### src/sv/rk4_pkg.sv
// ----------------------------------------------------------------------------
// RK4 plant step package
// Shared widths, constants, controller states and datapath command types.
// ----------------------------------------------------------------------------
`default_nettype none

package rk4_pkg;

    // Field widths
    localparam int X_W     = 32;   // plant states and output
    localparam int U_W     = 27;   // drive input
    localparam int COEF_W  = 27;   // numerator coefficients
    localparam int DT_W    = 16;   // step size, unsigned Q0.16
    localparam int AREA_W  = 48;   // undershoot area, unsigned

    // Step size fraction bits
    localparam int DT_BITS = 16;

    // Shared multiplier: 35 x 27 signed
    localparam int MA_W    = 35;
    localparam int MB_W    = 27;
    localparam int PROD_W  = MA_W + MB_W;

    // Internal widths
    localparam int ACC_W   = 60;   // b0*x1 + b1*x2, also the saturation input
    localparam int KS_W    = 35;   // k1 + 2*k2 + 2*k3 + k4
    localparam int D_W     = 36;   // -6*x1 - 5*x2 + u
    localparam int ST_W    = 49;   // k*dt
    localparam int FIN_W   = 52;   // ksum*dt + rounding offset
    localparam int WP_W    = 38;   // biased dividend
    localparam int QW      = 36;   // biased quotient

    // Digit-serial divide by six
    localparam int DIV_D     = 6;
    localparam int DIG_W     = 8;
    localparam int REM_W     = 3;
    localparam int NUM_W     = REM_W + DIG_W;
    localparam int DIV_STEPS = 5;
    localparam int DIV_W     = DIV_STEPS * DIG_W;
    localparam int REC_M     = 2731;  // ceil(2^14 / 6)
    localparam int REC_SH    = 14;
    localparam int REC_PW    = 23;

    // Runge-Kutta stage indexes
    localparam int LAST_STAGE = 3;

    // Register map
    localparam int ADDR_W = 4;
    localparam logic [1:0] REG_STEP_SIZE  = 2'd0;
    localparam logic [1:0] REG_COEFF_CONS = 2'd1;
    localparam logic [1:0] REG_COEFF_SLOP = 2'd2;

    localparam logic [DT_W-1:0]          STEP_SIZE_RST  = 16'd131;
    localparam logic signed [COEF_W-1:0] COEFF_CONS_RST = 27'sd393216;
    localparam logic signed [COEF_W-1:0] COEFF_SLOP_RST = -27'sd393216;

    typedef logic signed [U_W-1:0]  t_drive;
    typedef logic signed [X_W-1:0]  t_plant;
    typedef logic [AREA_W-1:0]      t_area;

    typedef enum logic [3:0] {
        ST_IDLE,
        ST_Y_MUL0,
        ST_Y_MUL1,
        ST_Y_SUM,
        ST_Y_RND,
        ST_A_MUL,
        ST_A_ADD,
        ST_K,
        ST_M1,
        ST_M2,
        ST_M3,
        ST_F_MUL1,
        ST_F_MUL2,
        ST_F_W2,
        ST_DIV,
        ST_DONE
    } t_state;

    typedef enum logic [2:0] {
        MUL_IDLE,
        MUL_B0X1,
        MUL_B1X2,
        MUL_NEGY,
        MUL_K1,
        MUL_K2,
        MUL_KS1,
        MUL_KS2
    } t_mul_sel;

    typedef enum logic [1:0] {
        ACC_HOLD,
        ACC_LOAD,
        ACC_ADD
    } t_acc_op;

    typedef enum logic [1:0] {
        KS_LOAD,
        KS_ADD1,
        KS_ADD2
    } t_ks_op;

    typedef struct packed {
        logic     load;      // capture drive, seed stage states
        t_mul_sel mul_sel;
        t_acc_op  acc_op;
        logic     y_load;
        logic     area_upd;
        logic     k_load;
        t_ks_op   ks_op;
        logic     s1_upd;
        logic     s2_upd;
        logic     half;      // stage uses dt/2
        logic     w1_load;
        logic     w2_load;
        logic     div_step;
        logic     commit;    // update state, load result register
    } t_dp_cmd;

endpackage

`default_nettype wire

### src/sv/rk4_ctrl.sv
// ----------------------------------------------------------------------------
// RK4 plant step controller
// Sequences the datapath through output, area, four stages and final update.
// ----------------------------------------------------------------------------
`default_nettype none

module rk4_ctrl (
    input  wire logic             i_clk,
    input  wire logic             i_rst_n,
    input  wire logic             i_in_valid,
    output logic                  o_in_ready,
    output logic                  o_out_valid,
    input  wire logic             i_out_ready,
    output rk4_pkg::t_dp_cmd      o_cmd
);

    rk4_pkg::t_state r_state, n_state;
    logic [2:0]      r_cnt, n_cnt;
    logic            r_out_vld, n_out_vld;

    always_ff @(posedge i_clk) begin
        if (!i_rst_n) begin
            r_state   <= rk4_pkg::ST_IDLE;
            r_cnt     <= '0;
            r_out_vld <= 1'b0;
        end else begin
            r_state   <= n_state;
            r_cnt     <= n_cnt;
            r_out_vld <= n_out_vld;
        end
    end

    always_comb begin
        n_state    = r_state;
        n_cnt      = r_cnt;
        o_in_ready = 1'b0;
        o_cmd      = '0;
        o_cmd.mul_sel = rk4_pkg::MUL_IDLE;
        o_cmd.acc_op  = rk4_pkg::ACC_HOLD;
        o_cmd.ks_op   = rk4_pkg::KS_LOAD;

        unique case (r_state)
            rk4_pkg::ST_IDLE: begin
                o_in_ready = 1'b1;
                if (i_in_valid) begin
                    o_cmd.load = 1'b1;
                    n_cnt      = '0;
                    n_state    = rk4_pkg::ST_Y_MUL0;
                end
            end
            rk4_pkg::ST_Y_MUL0: begin
                o_cmd.mul_sel = rk4_pkg::MUL_B0X1;
                n_state       = rk4_pkg::ST_Y_MUL1;
            end
            rk4_pkg::ST_Y_MUL1: begin
                o_cmd.mul_sel = rk4_pkg::MUL_B1X2;
                o_cmd.acc_op  = rk4_pkg::ACC_LOAD;
                n_state       = rk4_pkg::ST_Y_SUM;
            end
            rk4_pkg::ST_Y_SUM: begin
                o_cmd.acc_op = rk4_pkg::ACC_ADD;
                n_state      = rk4_pkg::ST_Y_RND;
            end
            rk4_pkg::ST_Y_RND: begin
                o_cmd.y_load = 1'b1;
                n_state      = rk4_pkg::ST_A_MUL;
            end
            rk4_pkg::ST_A_MUL: begin
                o_cmd.mul_sel = rk4_pkg::MUL_NEGY;
                n_state       = rk4_pkg::ST_A_ADD;
            end
            rk4_pkg::ST_A_ADD: begin
                o_cmd.area_upd = 1'b1;
                n_state        = rk4_pkg::ST_K;
            end
            rk4_pkg::ST_K: begin
                o_cmd.k_load = 1'b1;
                priority if (r_cnt == '0) begin
                    o_cmd.ks_op = rk4_pkg::KS_LOAD;
                end else if (r_cnt == 3'(rk4_pkg::LAST_STAGE)) begin
                    o_cmd.ks_op = rk4_pkg::KS_ADD1;
                end else begin
                    o_cmd.ks_op = rk4_pkg::KS_ADD2;
                end
                n_state = (r_cnt == 3'(rk4_pkg::LAST_STAGE)) ? rk4_pkg::ST_F_MUL1
                                                              : rk4_pkg::ST_M1;
            end
            rk4_pkg::ST_M1: begin
                o_cmd.mul_sel = rk4_pkg::MUL_K1;
                n_state       = rk4_pkg::ST_M2;
            end
            rk4_pkg::ST_M2: begin
                o_cmd.mul_sel = rk4_pkg::MUL_K2;
                o_cmd.s1_upd  = 1'b1;
                o_cmd.half    = (r_cnt < 3'(rk4_pkg::LAST_STAGE - 1));
                n_state       = rk4_pkg::ST_M3;
            end
            rk4_pkg::ST_M3: begin
                o_cmd.s2_upd = 1'b1;
                o_cmd.half   = (r_cnt < 3'(rk4_pkg::LAST_STAGE - 1));
                n_cnt        = r_cnt + 3'd1;
                n_state      = rk4_pkg::ST_K;
            end
            rk4_pkg::ST_F_MUL1: begin
                o_cmd.mul_sel = rk4_pkg::MUL_KS1;
                n_state       = rk4_pkg::ST_F_MUL2;
            end
            rk4_pkg::ST_F_MUL2: begin
                o_cmd.mul_sel = rk4_pkg::MUL_KS2;
                o_cmd.w1_load = 1'b1;
                n_state       = rk4_pkg::ST_F_W2;
            end
            rk4_pkg::ST_F_W2: begin
                o_cmd.w2_load = 1'b1;
                n_cnt         = '0;
                n_state       = rk4_pkg::ST_DIV;
            end
            rk4_pkg::ST_DIV: begin
                o_cmd.div_step = 1'b1;
                n_cnt          = r_cnt + 3'd1;
                if (r_cnt == 3'(rk4_pkg::DIV_STEPS - 1)) begin
                    n_state = rk4_pkg::ST_DONE;
                end
            end
            rk4_pkg::ST_DONE: begin
                if (!r_out_vld || i_out_ready) begin
                    o_cmd.commit = 1'b1;
                    n_state      = rk4_pkg::ST_IDLE;
                end
            end
        endcase
    end

    always_comb begin
        if (o_cmd.commit) begin
            n_out_vld = 1'b1;
        end else if (r_out_vld && i_out_ready) begin
            n_out_vld = 1'b0;
        end else begin
            n_out_vld = r_out_vld;
        end
    end

    assign o_out_valid = r_out_vld;

    a_no_overwrite: assert property (@(posedge i_clk) disable iff (!i_rst_n)
        o_cmd.commit |-> (!r_out_vld || i_out_ready))
        else $error("result register overwritten while still pending");

    a_stage_bound: assert property (@(posedge i_clk) disable iff (!i_rst_n)
        (r_state == rk4_pkg::ST_K) |-> (r_cnt <= 3'(rk4_pkg::LAST_STAGE)))
        else $error("stage counter out of range");

    a_div_bound: assert property (@(posedge i_clk) disable iff (!i_rst_n)
        (r_state == rk4_pkg::ST_DIV) |-> (r_cnt < 3'(rk4_pkg::DIV_STEPS)))
        else $error("divide step counter out of range");

    a_valid_from_done: assert property (@(posedge i_clk) disable iff (!i_rst_n)
        $rose(o_out_valid) |-> ($past(r_state) == rk4_pkg::ST_DONE))
        else $error("result raised outside the final step");

endmodule

`default_nettype wire

### config.mk
export PLATFORM = sky130hd
export DESIGN_NAME = rk4_ctrl
export DESIGN_NICKNAME = d
export VERILOG_FILES = /design/src/sv/rk4_pkg.sv /design/src/sv/rk4_ctrl.sv
export SDC_FILE = /design/constraint.sdc
export NUM_CORES = 1
export LEC_CHECK = 0
export ABC_AREA = 0
export ABC_CLOCK_PERIOD_IN_PS = 2300
export BUFFER_PORTS_ARGS = -buffer_cell sky130_fd_sc_hd__buf_2
export CORE_AREA = 2 2 39 41
export CTS_CLUSTER_SIZE = 40
export DETAILED_ROUTE_END_ITERATION = 8
export DIE_AREA = 0 0 41 43
export PLACE_DENSITY_LB_ADDON = 0.1
export SYNTH_ARGS = -nofsm -noshare
export SYNTH_HDL_FRONTEND = slang
export SYNTH_SLANG_ARGS = --single-unit
export TNS_END_PERCENT = 20
### constraint.sdc
create_clock -name i_clk -period 2.3 [get_ports i_clk]
set_clock_uncertainty 0.1 [all_clocks]
set_input_delay 0 -clock i_clk [delete_from_list [all_inputs] [get_ports i_clk]]
set_output_delay 0 -clock i_clk [all_outputs]
set_load 0.01 [all_outputs]
==> flow_results.xml, run 1 <==
<?xml version="1.0" encoding="UTF-8"?>
<metrics>
  <group name="run_status">
    <metric name="status" unit="">complete, no violations</metric>
  </group>
  <group name="finish">
    <metric name="antenna_cells_inserted" unit="">0</metric>
    <metric name="fin_nets" unit="">115</metric>
    <metric name="final_layout_size_suffix_gt1_frac" unit="">0.2642</metric>
    <metric name="layout-area-overhead-vs-synth" unit="%">22.05</metric>
  </group>
  <group name="sta">
    <metric name="rsz0062_at_grt" unit="">false</metric>
    <metric name="fin_tns_setup" unit="ns">0</metric>
    <metric name="timing.final.crit_share" unit="">0.8069</metric>
    <metric name="final-max-slew-violation-count" unit="">0</metric>
    <metric name="slew-limit-headroom" unit="">0.6082</metric>
    <metric name="setup-violations-final" unit="">0</metric>
    <metric name="max_slew.worst_pin.slew" unit="ns">0.5868</metric>
    <metric name="fin_crit" unit="ns">1.856</metric>
    <metric name="timing.final.hold_violations" unit="">0</metric>
    <metric name="max_freq" unit="MHz">538.8</metric>
  </group>
  <group name="critical_path">
    <metric name="critical_path_buf_inv_count" unit="">1</metric>
    <metric name="critical_path_required" unit="ns">2.20</metric>
    <metric name="crit_family" unit="">flip-flops</metric>
    <metric name="worst-endpoint-arrival" unit="ns">1.76</metric>
    <metric name="critPathKind" unit="">flop to primary output</metric>
    <metric name="crit_path_from" unit="">r_state[0]$_SDFFE_PN0P_</metric>
    <metric name="timing.critical_path.slowest_cell_delay" unit="ns">0.70</metric>
    <metric name="crit_path_start_kind" unit="">flop</metric>
    <metric name="critical_path.slowest_cell" unit="">sky130_fd_sc_hd__dfxtp_1</metric>
    <metric name="worst_r2r_startpoint" unit="">r_state[0]$_SDFFE_PN0P_</metric>
    <metric name="timing.critical_path.cells" unit="">nand2_1, nor4b_1, buf_2</metric>
    <metric name="critical_path.endpoint_type" unit="">primary output</metric>
    <metric name="critical_path.max_fanout" unit="">17</metric>
  </group>
  <group name="cts">
    <metric name="clk-insertion-delay-late" unit="ns">0.27</metric>
    <metric name="cts_tree" unit="">done</metric>
    <metric name="cts.reportedPaths.clkPinSlew" unit="ns">0.07</metric>
    <metric name="tritoncts.num_buffers" unit="">3</metric>
    <metric name="numClockSinks" unit="">8</metric>
    <metric name="cts.htree.levels" unit="">1</metric>
    <metric name="clockRootBuffer" unit="">sky130_fd_sc_hd__clkbuf_4</metric>
    <metric name="max-clock-path-buffers" unit="">2</metric>
    <metric name="postCtsSetupRepairBufs" unit="">0</metric>
  </group>
  <group name="routing">
    <metric name="routed_wirelength" unit="microns">1482</metric>
    <metric name="detail_route.wl_per_cell" unit="microns">12.15</metric>
    <metric name="postRouteAntennaNets" unit="">0</metric>
    <metric name="dr.first_iter.drc_count" unit="">22</metric>
    <metric name="via_count" unit="">671</metric>
    <metric name="remaining_drc_errors" unit="">0</metric>
    <metric name="drt_first_pass_iters" unit="">4</metric>
    <metric name="vias_per_cell" unit="">5.500</metric>
  </group>
  <group name="pwr">
    <metric name="power.leakage" unit="nW">0.3529</metric>
    <metric name="power.share.combinational" unit="">0.209</metric>
    <metric name="seqPwrFrac" unit="">0.461</metric>
    <metric name="design_power_total" unit="W">0.0003595</metric>
    <metric name="max-vdd-ir-drop" unit="uV">298.4</metric>
    <metric name="power.clock.fraction" unit="">0.330</metric>
    <metric name="cell_area_power_density" unit="nW/um^2">463.4</metric>
    <metric name="p_int" unit="W">0.0002416</metric>
    <metric name="sw_frac_of_total" unit="">0.3281</metric>
    <metric name="net_switching_power_figure" unit="W">0.0001179</metric>
  </group>
  <group name="yosys">
    <metric name="unique_masters_post_synth" unit="">34</metric>
    <metric name="synthCells" unit="">85</metric>
    <metric name="synthesis.area" unit="sq um">635.6</metric>
    <metric name="ys_seq_area_frac" unit="">0.2520</metric>
    <metric name="syn_avg_cell_area" unit="sq um">7.478</metric>
    <metric name="yosysWarnings" unit="">0</metric>
    <metric name="postSynthNetCount" unit="">92</metric>
    <metric name="synth.ff_latch_count" unit="">8</metric>
  </group>
  <group name="floorplan">
    <metric name="horizontal_die_dimension" unit="microns">41</metric>
    <metric name="die_h" unit="microns">43</metric>
    <metric name="die_area" unit="sq um">1763</metric>
    <metric name="placementRows" unit="">14</metric>
    <metric name="io_pins" unit="">24</metric>
    <metric name="floorplan.initialDensity" unit="">0.4593</metric>
    <metric name="core_area" unit="sq um">1384</metric>
  </group>
  <group name="place">
    <metric name="place.gp.congestion" unit="">0.8418</metric>
    <metric name="port-buffer-count" unit="">23</metric>
    <metric name="detailed_place_hpwl" unit="microns">1068</metric>
  </group>
  <group name="grt">
    <metric name="grt_start_max_net_pins" unit="">19</metric>
    <metric name="first_global_vias" unit="">501</metric>
    <metric name="grt_first_pass_wirelength" unit="microns">2208</metric>
    <metric name="grtUsageTotal" unit="">0.1855</metric>
    <metric name="antenna_found_initial" unit="">0</metric>
    <metric name="grt_overflow_total" unit="">0</metric>
  </group>
  <group name="worst_hold_path">
    <metric name="hp-class" unit="">flop to flop</metric>
    <metric name="min_from" unit="">r_cnt[0]$_SDFFE_PN0P_</metric>
  </group>
  <group name="job">
    <metric name="drv_cap" unit="">0</metric>
  </group>
</metrics>
[flip-flops by register name, indices dropped and copies added (netlist names)]
register	count
r_state	4
o_out_valid	1
r_cnt	3
[worst register-to-register path: cells and delay by family (launching register included)]
family           cells  cell delay (ns)
DFF                  1             0.70
and+or+nand+nor      3             0.67
[synthesized netlist by cell type]
cell | instances | area share
sky130_fd_sc_hd__a2111oi_0 | 1 | 0.014
sky130_fd_sc_hd__a21oi_1 | 2 | 0.016
sky130_fd_sc_hd__a21oi_4 | 1 | 0.026
sky130_fd_sc_hd__a221oi_1 | 1 | 0.014
sky130_fd_sc_hd__a31oi_1 | 1 | 0.0098
sky130_fd_sc_hd__and2_1 | 1 | 0.0098
sky130_fd_sc_hd__and3_1 | 1 | 0.0098
sky130_fd_sc_hd__and3b_1 | 1 | 0.014
sky130_fd_sc_hd__buf_2 | 5 | 0.039
sky130_fd_sc_hd__buf_4 | 1 | 0.012
sky130_fd_sc_hd__buf_6 | 1 | 0.018
sky130_fd_sc_hd__clkbuf_1 | 1 | 0.0059
sky130_fd_sc_hd__dfxtp_1 | 8 | 0.25
sky130_fd_sc_hd__ha_1 | 3 | 0.059
sky130_fd_sc_hd__inv_1 | 7 | 0.041
sky130_fd_sc_hd__nand2_1 | 7 | 0.041
sky130_fd_sc_hd__nand2b_1 | 4 | 0.039
sky130_fd_sc_hd__nand3_1 | 3 | 0.024
sky130_fd_sc_hd__nand3b_1 | 1 | 0.012
sky130_fd_sc_hd__nand4b_1 | 2 | 0.028
sky130_fd_sc_hd__nor2_1 | 7 | 0.041
sky130_fd_sc_hd__nor2b_1 | 3 | 0.030
sky130_fd_sc_hd__nor3_1 | 5 | 0.039
sky130_fd_sc_hd__nor4_1 | 1 | 0.0098
sky130_fd_sc_hd__nor4b_1 | 2 | 0.028
sky130_fd_sc_hd__o211ai_1 | 1 | 0.012
sky130_fd_sc_hd__o21a_1 | 1 | 0.012
sky130_fd_sc_hd__o21ai_0 | 4 | 0.031
sky130_fd_sc_hd__o21ai_1 | 1 | 0.0079
sky130_fd_sc_hd__o22ai_1 | 3 | 0.030
sky130_fd_sc_hd__o311a_1 | 1 | 0.016
sky130_fd_sc_hd__or4_1 | 1 | 0.012
sky130_fd_sc_hd__or4b_4 | 1 | 0.022
sky130_fd_sc_hd__xor2_1 | 2 | 0.028
[layout by cell type, fill, tap and decap left out, types with 2 or more instances in the layout]
cell,count
sky130_fd_sc_hd__buf_2,23
sky130_fd_sc_hd__dfxtp_1,8
sky130_fd_sc_hd__nand2_1,7
sky130_fd_sc_hd__inv_1,7
sky130_fd_sc_hd__nor2_1,7
sky130_fd_sc_hd__nor3_1,5
sky130_fd_sc_hd__nand2b_1,4
sky130_fd_sc_hd__o21ai_0,4
sky130_fd_sc_hd__nor2b_1,3
sky130_fd_sc_hd__nand3_1,3
sky130_fd_sc_hd__o22ai_1,3
sky130_fd_sc_hd__ha_1,3
sky130_fd_sc_hd__clkbuf_4,3
sky130_fd_sc_hd__dlygate4sd3_1,3
sky130_fd_sc_hd__xor2_1,2
sky130_fd_sc_hd__nand4b_1,2
sky130_fd_sc_hd__nor4b_1,2
sky130_fd_sc_hd__a21oi_1,2
[routing by layer]
layer | global-route usage | part of all wire | vias to the layer above
met5 | 0 | 0 | -
met4 | 0.06000 | 0.0067 | 0
met3 | 0.07853 | 0.070 | 2
met2 | 0.2438 | 0.46 | 25
met1 | 0.2671 | 0.46 | 304
li1 | - | - | 340
[stage by stage]
stage	setup slack, ns	util	cells	hold WS, ns	instance area [sq um]
finish	0.4440	0.5606	122	0.4005	775.7
global route	0.2341	0.5606	122	0.4346	775.7
detailed placement	0.7548	0.5226	116	0.2198	723.2
CTS	0.4411	0.5606	122	0.4067	775.7
floorplan	0.8925	-	85	0.04436	635.6
global placement	0.7386	0.5226	116	0.2245	723.2
[power groups by stage]
stage	clock network, W	registers [W]	logic (W)
5_1_grt	0.000129	0.000169	0.0000831
3_5_place_dp	0	0.000168	0.0000716
2_1_floorplan	0	0.000149	0.0000750
3_3_place_gp	0	0.000168	0.0000716
6_report	0.000118	0.000166	0.0000752
4_1_cts	0.000120	0.000165	0.0000756
[cells by family (layout without fill, tap and decap cells)]
family / count (synthesis) / after routing / synth area share
adder cells (fa/ha/maj): 3 / 3 / 0.05906
AO/OA/AOI/OAI: 17 / 17 / 0.1870
XOR/XNOR: 2 / 2 / 0.02756
AND/OR/NAND/NOR: 40 / 40 / 0.3583
flip-flops: 8 / 8 / 0.2520
buffers and inverters: 15 / 36 / 0.1161
[final cells by class]
cell class              instances  area (sq um)
inverters                       7         26.28
repair buffers                 26         145.1
multi-input cells              62         401.6
fillers                       132         608.1
clock buffers                   3         22.52
flip-flops and latches          8         160.2
well taps                      16         20.02
[repair_timing]
action,in CTS,in global routing
endpoints found under the hold margin,8,0
resized for setup,0,0
hold buffers,3,0
[final timing paths]
path | end | slack (ns) | cells past startpoint
setup / recovery | o_cmd[7] | 0.44 | 3
hold / removal | r_cnt[0]$_SDFFE_PN0P_ | 0.40 | 2
setup reg to reg | r_state[3]$_SDFFE_PN0P_ | 0.72 | 3
hold reg to reg | r_cnt[0]$_SDFFE_PN0P_ | 0.40 | 2
(Power assumes the default switching activity.)
==> run 2, diff against run 1 <==
--- a/config.mk
+++ b/config.mk
@@ -6,12 +6,12 @@
 export NUM_CORES = 1
 export LEC_CHECK = 0
 export ABC_AREA = 0
-export ABC_CLOCK_PERIOD_IN_PS = 2300
+export ABC_CLOCK_PERIOD_IN_PS = 1900
 export BUFFER_PORTS_ARGS = -buffer_cell sky130_fd_sc_hd__buf_2
-export CORE_AREA = 2 2 39 41
+export CORE_MARGIN = 2
+export CORE_UTILIZATION = 46
 export CTS_CLUSTER_SIZE = 40
 export DETAILED_ROUTE_END_ITERATION = 8
-export DIE_AREA = 0 0 41 43
 export PLACE_DENSITY_LB_ADDON = 0.1
 export SYNTH_ARGS = -nofsm -noshare
 export SYNTH_HDL_FRONTEND = slang
==> constraint.sdc (replaced) <==
create_clock -name i_clk -period 1.9 [get_ports i_clk]
set_clock_uncertainty 0.1 [all_clocks]
set_input_delay 0 -clock i_clk [delete_from_list [all_inputs] [get_ports i_clk]]
set_output_delay 0 -clock i_clk [all_outputs]
set_load 0.01 [all_outputs]
==> run 2 against run 1 <==
  * Count of clock-buffer cells in the layout unchanged
  * Final cell count unchanged
  * Worst hold slack got worse by 0.24 ns
  * Sequential share of layout area increased by 0.34 points
  * Wire length decreased by 4.1%
  * Critical path depth increased by 2
  * Sequential power increased by 19%
  * Sequential cell count unchanged
  * Global-route usage increased by 1.5 points
==> flow_results.xml, run 2 (same netlist as run 1, synthesis figures left out) <==
<?xml version="1.0" encoding="UTF-8"?>
<metrics>
  <group name="pwr">
    <metric name="design_power_total" unit="W">0.0004196</metric>
    <metric name="power.share.combinational" unit="">0.234</metric>
    <metric name="seqPwrFrac" unit="">0.470</metric>
    <metric name="power.leakage" unit="nW">0.3624</metric>
    <metric name="max-vdd-ir-drop" unit="uV">604.9</metric>
    <metric name="sw_frac_of_total" unit="">0.2973</metric>
    <metric name="net_switching_power_figure" unit="W">0.0001248</metric>
    <metric name="p_int" unit="W">0.0002948</metric>
    <metric name="cell_area_power_density" unit="nW/um^2">533.1</metric>
    <metric name="power.clock.fraction" unit="">0.296</metric>
  </group>
  <group name="sta">
    <metric name="max_freq" unit="MHz">571.1</metric>
    <metric name="fin_crit" unit="ns">1.751</metric>
    <metric name="slew-limit-headroom" unit="">0.7682</metric>
    <metric name="timing.final.hold_violations" unit="">0</metric>
    <metric name="setup-violations-final" unit="">0</metric>
    <metric name="timing.final.crit_share" unit="">0.9216</metric>
    <metric name="final-max-slew-violation-count" unit="">0</metric>
    <metric name="hold-worst-slack" unit="ns">0.1569</metric>
    <metric name="fin_tns_setup" unit="ns">0</metric>
    <metric name="rsz0062_at_grt" unit="">false</metric>
    <metric name="max_slew.worst_pin.slew" unit="ns">0.3390</metric>
  </group>
  <group name="critical_path">
    <metric name="timing.critical_path.cells" unit="">buf_4, nand2_1, nor2_1, o21a_1, dlygate4sd3_1</metric>
    <metric name="crit_family" unit="">buffers and inverters</metric>
    <metric name="timing.critical_path.slowest_cell_delay" unit="ns">0.53</metric>
    <metric name="worst-endpoint-arrival" unit="ns">1.84</metric>
    <metric name="crit_path_from" unit="">r_state[0]$_SDFFE_PN0P_</metric>
    <metric name="critical_path_buf_inv_count" unit="">2</metric>
    <metric name="critical_path_required" unit="ns">1.99</metric>
    <metric name="critical_path.endpoint_type" unit="">flop</metric>
    <metric name="timing.reg2reg.setup_slack" unit="ns">0.15</metric>
    <metric name="crit_path_start_kind" unit="">flop</metric>
    <metric name="critPathKind" unit="">flop to flop</metric>
    <metric name="critical_path.slowest_cell" unit="">sky130_fd_sc_hd__dlygate4sd3_1</metric>
    <metric name="critical_path.max_fanout" unit="">9</metric>
    <metric name="worst_r2r_startpoint" unit="">r_state[0]$_SDFFE_PN0P_</metric>
  </group>
  <group name="routing">
    <metric name="drt_first_pass_iters" unit="">3</metric>
    <metric name="dr.first_iter.drc_count" unit="">15</metric>
    <metric name="detail_route.wl_per_cell" unit="microns">11.65</metric>
    <metric name="remaining_drc_errors" unit="">0</metric>
    <metric name="routed_wirelength" unit="microns">1421</metric>
    <metric name="postRouteAntennaNets" unit="">0</metric>
    <metric name="vias_per_cell" unit="">5.344</metric>
    <metric name="via_count" unit="">652</metric>
  </group>
  <group name="cts">
    <metric name="cts.reportedPaths.clkPinSlew" unit="ns">0.05</metric>
    <metric name="clk-insertion-delay-late" unit="ns">0.24</metric>
    <metric name="cts_tree" unit="">done</metric>
    <metric name="numClockSinks" unit="">8</metric>
    <metric name="clockRootBuffer" unit="">sky130_fd_sc_hd__clkbuf_4</metric>
    <metric name="max-clock-path-buffers" unit="">2</metric>
    <metric name="cts.htree.levels" unit="">1</metric>
    <metric name="tritoncts.num_buffers" unit="">3</metric>
  </group>
  <group name="finish">
    <metric name="antenna_cells_inserted" unit="">0</metric>
    <metric name="final_layout_size_suffix_gt1_frac" unit="">0.3084</metric>
    <metric name="most-common-layout-cells" unit="">sky130_fd_sc_hd__buf_2 (23), sky130_fd_sc_hd__nand2_1 (7), sky130_fd_sc_hd__inv_1 (7), sky130_fd_sc_hd__nor2_1 (7), sky130_fd_sc_hd__nor3_1 (5)</metric>
    <metric name="design_area" unit="sq um">787.0</metric>
    <metric name="fin_nets" unit="">116</metric>
    <metric name="layout-area-overhead-vs-synth" unit="%">23.82</metric>
    <metric name="largest-register" unit="">r_state</metric>
    <metric name="layout.filler_cells" unit="">127</metric>
    <metric name="layout_commonest_cell" unit="">sky130_fd_sc_hd__buf_2</metric>
    <metric name="number_of_flip_flops_in_the_largest_register" unit="">4</metric>
  </group>
  <group name="place">
    <metric name="detailed_place_hpwl" unit="microns">1026</metric>
    <metric name="port-buffer-count" unit="">23</metric>
    <metric name="place.gp.congestion" unit="">0.7483</metric>
    <metric name="postPlaceCellArea" unit="sq um">729.5</metric>
  </group>
  <group name="floorplan">
    <metric name="die_area" unit="sq um">1695</metric>
    <metric name="core_area" unit="sq um">1301</metric>
    <metric name="io_pins" unit="">24</metric>
    <metric name="floorplan.initialDensity" unit="">0.4885</metric>
    <metric name="die_h" unit="microns">41.17</metric>
    <metric name="horizontal_die_dimension" unit="microns">41.17</metric>
    <metric name="placementRows" unit="">13</metric>
  </group>
  <group name="grt">
    <metric name="grt_start_max_net_pins" unit="">19</metric>
    <metric name="antenna_found_initial" unit="">0</metric>
    <metric name="first_global_vias" unit="">529</metric>
    <metric name="grtUsageTotal" unit="">0.2000</metric>
    <metric name="grt_overflow_total" unit="">0</metric>
    <metric name="grt_first_pass_wirelength" unit="microns">2283</metric>
  </group>
  <group name="worst_hold_path">
    <metric name="hp-class" unit="">input port to flop</metric>
    <metric name="min_from" unit="">i_out_ready</metric>
  </group>
  <group name="job">
    <metric name="drv_cap" unit="">0</metric>
  </group>
  <group name="run_status">
    <metric name="status" unit="">complete, no violations</metric>
  </group>
</metrics>
[run 2: cell count changes in the layout (fill, tap and decap cells not counted)]
cell,delta
sky130_fd_sc_hd__buf_4,+1
sky130_fd_sc_hd__dfxtp_2,+4
sky130_fd_sc_hd__dfxtp_1,-4
[run 2: per-stage QoR]
stage,util,cells,worst slack (ns)
floorplan,-,85,0.4925
global placement,0.5606,116,0.3844
detailed placement,0.5606,116,0.3613
CTS,0.6010,122,0.03435
global route,0.6048,122,0.02110
finish,0.6048,122,0.1489
[run 2: power groups by stage]
stage | sequential, W | clock, W | combinational, W
2_1_floorplan | 0.000180 | 0 | 0.0000908
5_1_grt | 0.000201 | 0.000142 | 0.000109
4_1_cts | 0.000195 | 0.000130 | 0.0000987
3_3_place_gp | 0.000198 | 0 | 0.0000944
6_report | 0.000197 | 0.000124 | 0.0000980
3_5_place_dp | 0.000199 | 0 | 0.0000953
[run 2: area by class of cell]
class                      count  area [sq um]  area share
multi-input combinational     62         401.6      0.5103
sequential                     8         165.2      0.2099
timing repair buffer          27         152.6      0.1940
inverter                       7         26.28     0.03339
clock buffer                   3         22.52     0.02862
tap                           15         18.77     0.02385
[run 2: path summary, 6_finish.rpt]
path / endpoint / cells past startpoint
setup / recovery: o_out_valid$_SDFFE_PN0P_ / 5
hold / removal: r_state[3]$_SDFFE_PN0P_ / 4
setup reg to reg: o_out_valid$_SDFFE_PN0P_ / 5
hold reg to reg: r_cnt[1]$_SDFFE_PN0P_ / 2
[run 2: routing by layer]
metal | global-route usage | vias up | wire length (microns)
li1 | - | 346 | -
met1 | 0.2736 | 287 | 704
met2 | 0.3125 | 17 | 619
met3 | 0.03261 | 2 | 83
met4 | 0.07258 | 0 | 12
met5 | 0 | - | 0
[run 2: tightest hold or removal path: cells and delay by family]
| kind | cells | cell delay (ns) |
|---|---|---|
| buffers and inverters | 1 | 0.08 |
| and+or+nand+nor | 3 | 0.38 |
[run 2: what timing repair did]
| action | in CTS | in global routing |
|---|---|---|
| resized for setup | 0 | 4 |
| setup endpoints to repair | 0 | 4 |
| hold endpoints to repair | 4 | 0 |
| hold buffers | 3 | 0 |
| setup buffers | 0 | 0 |
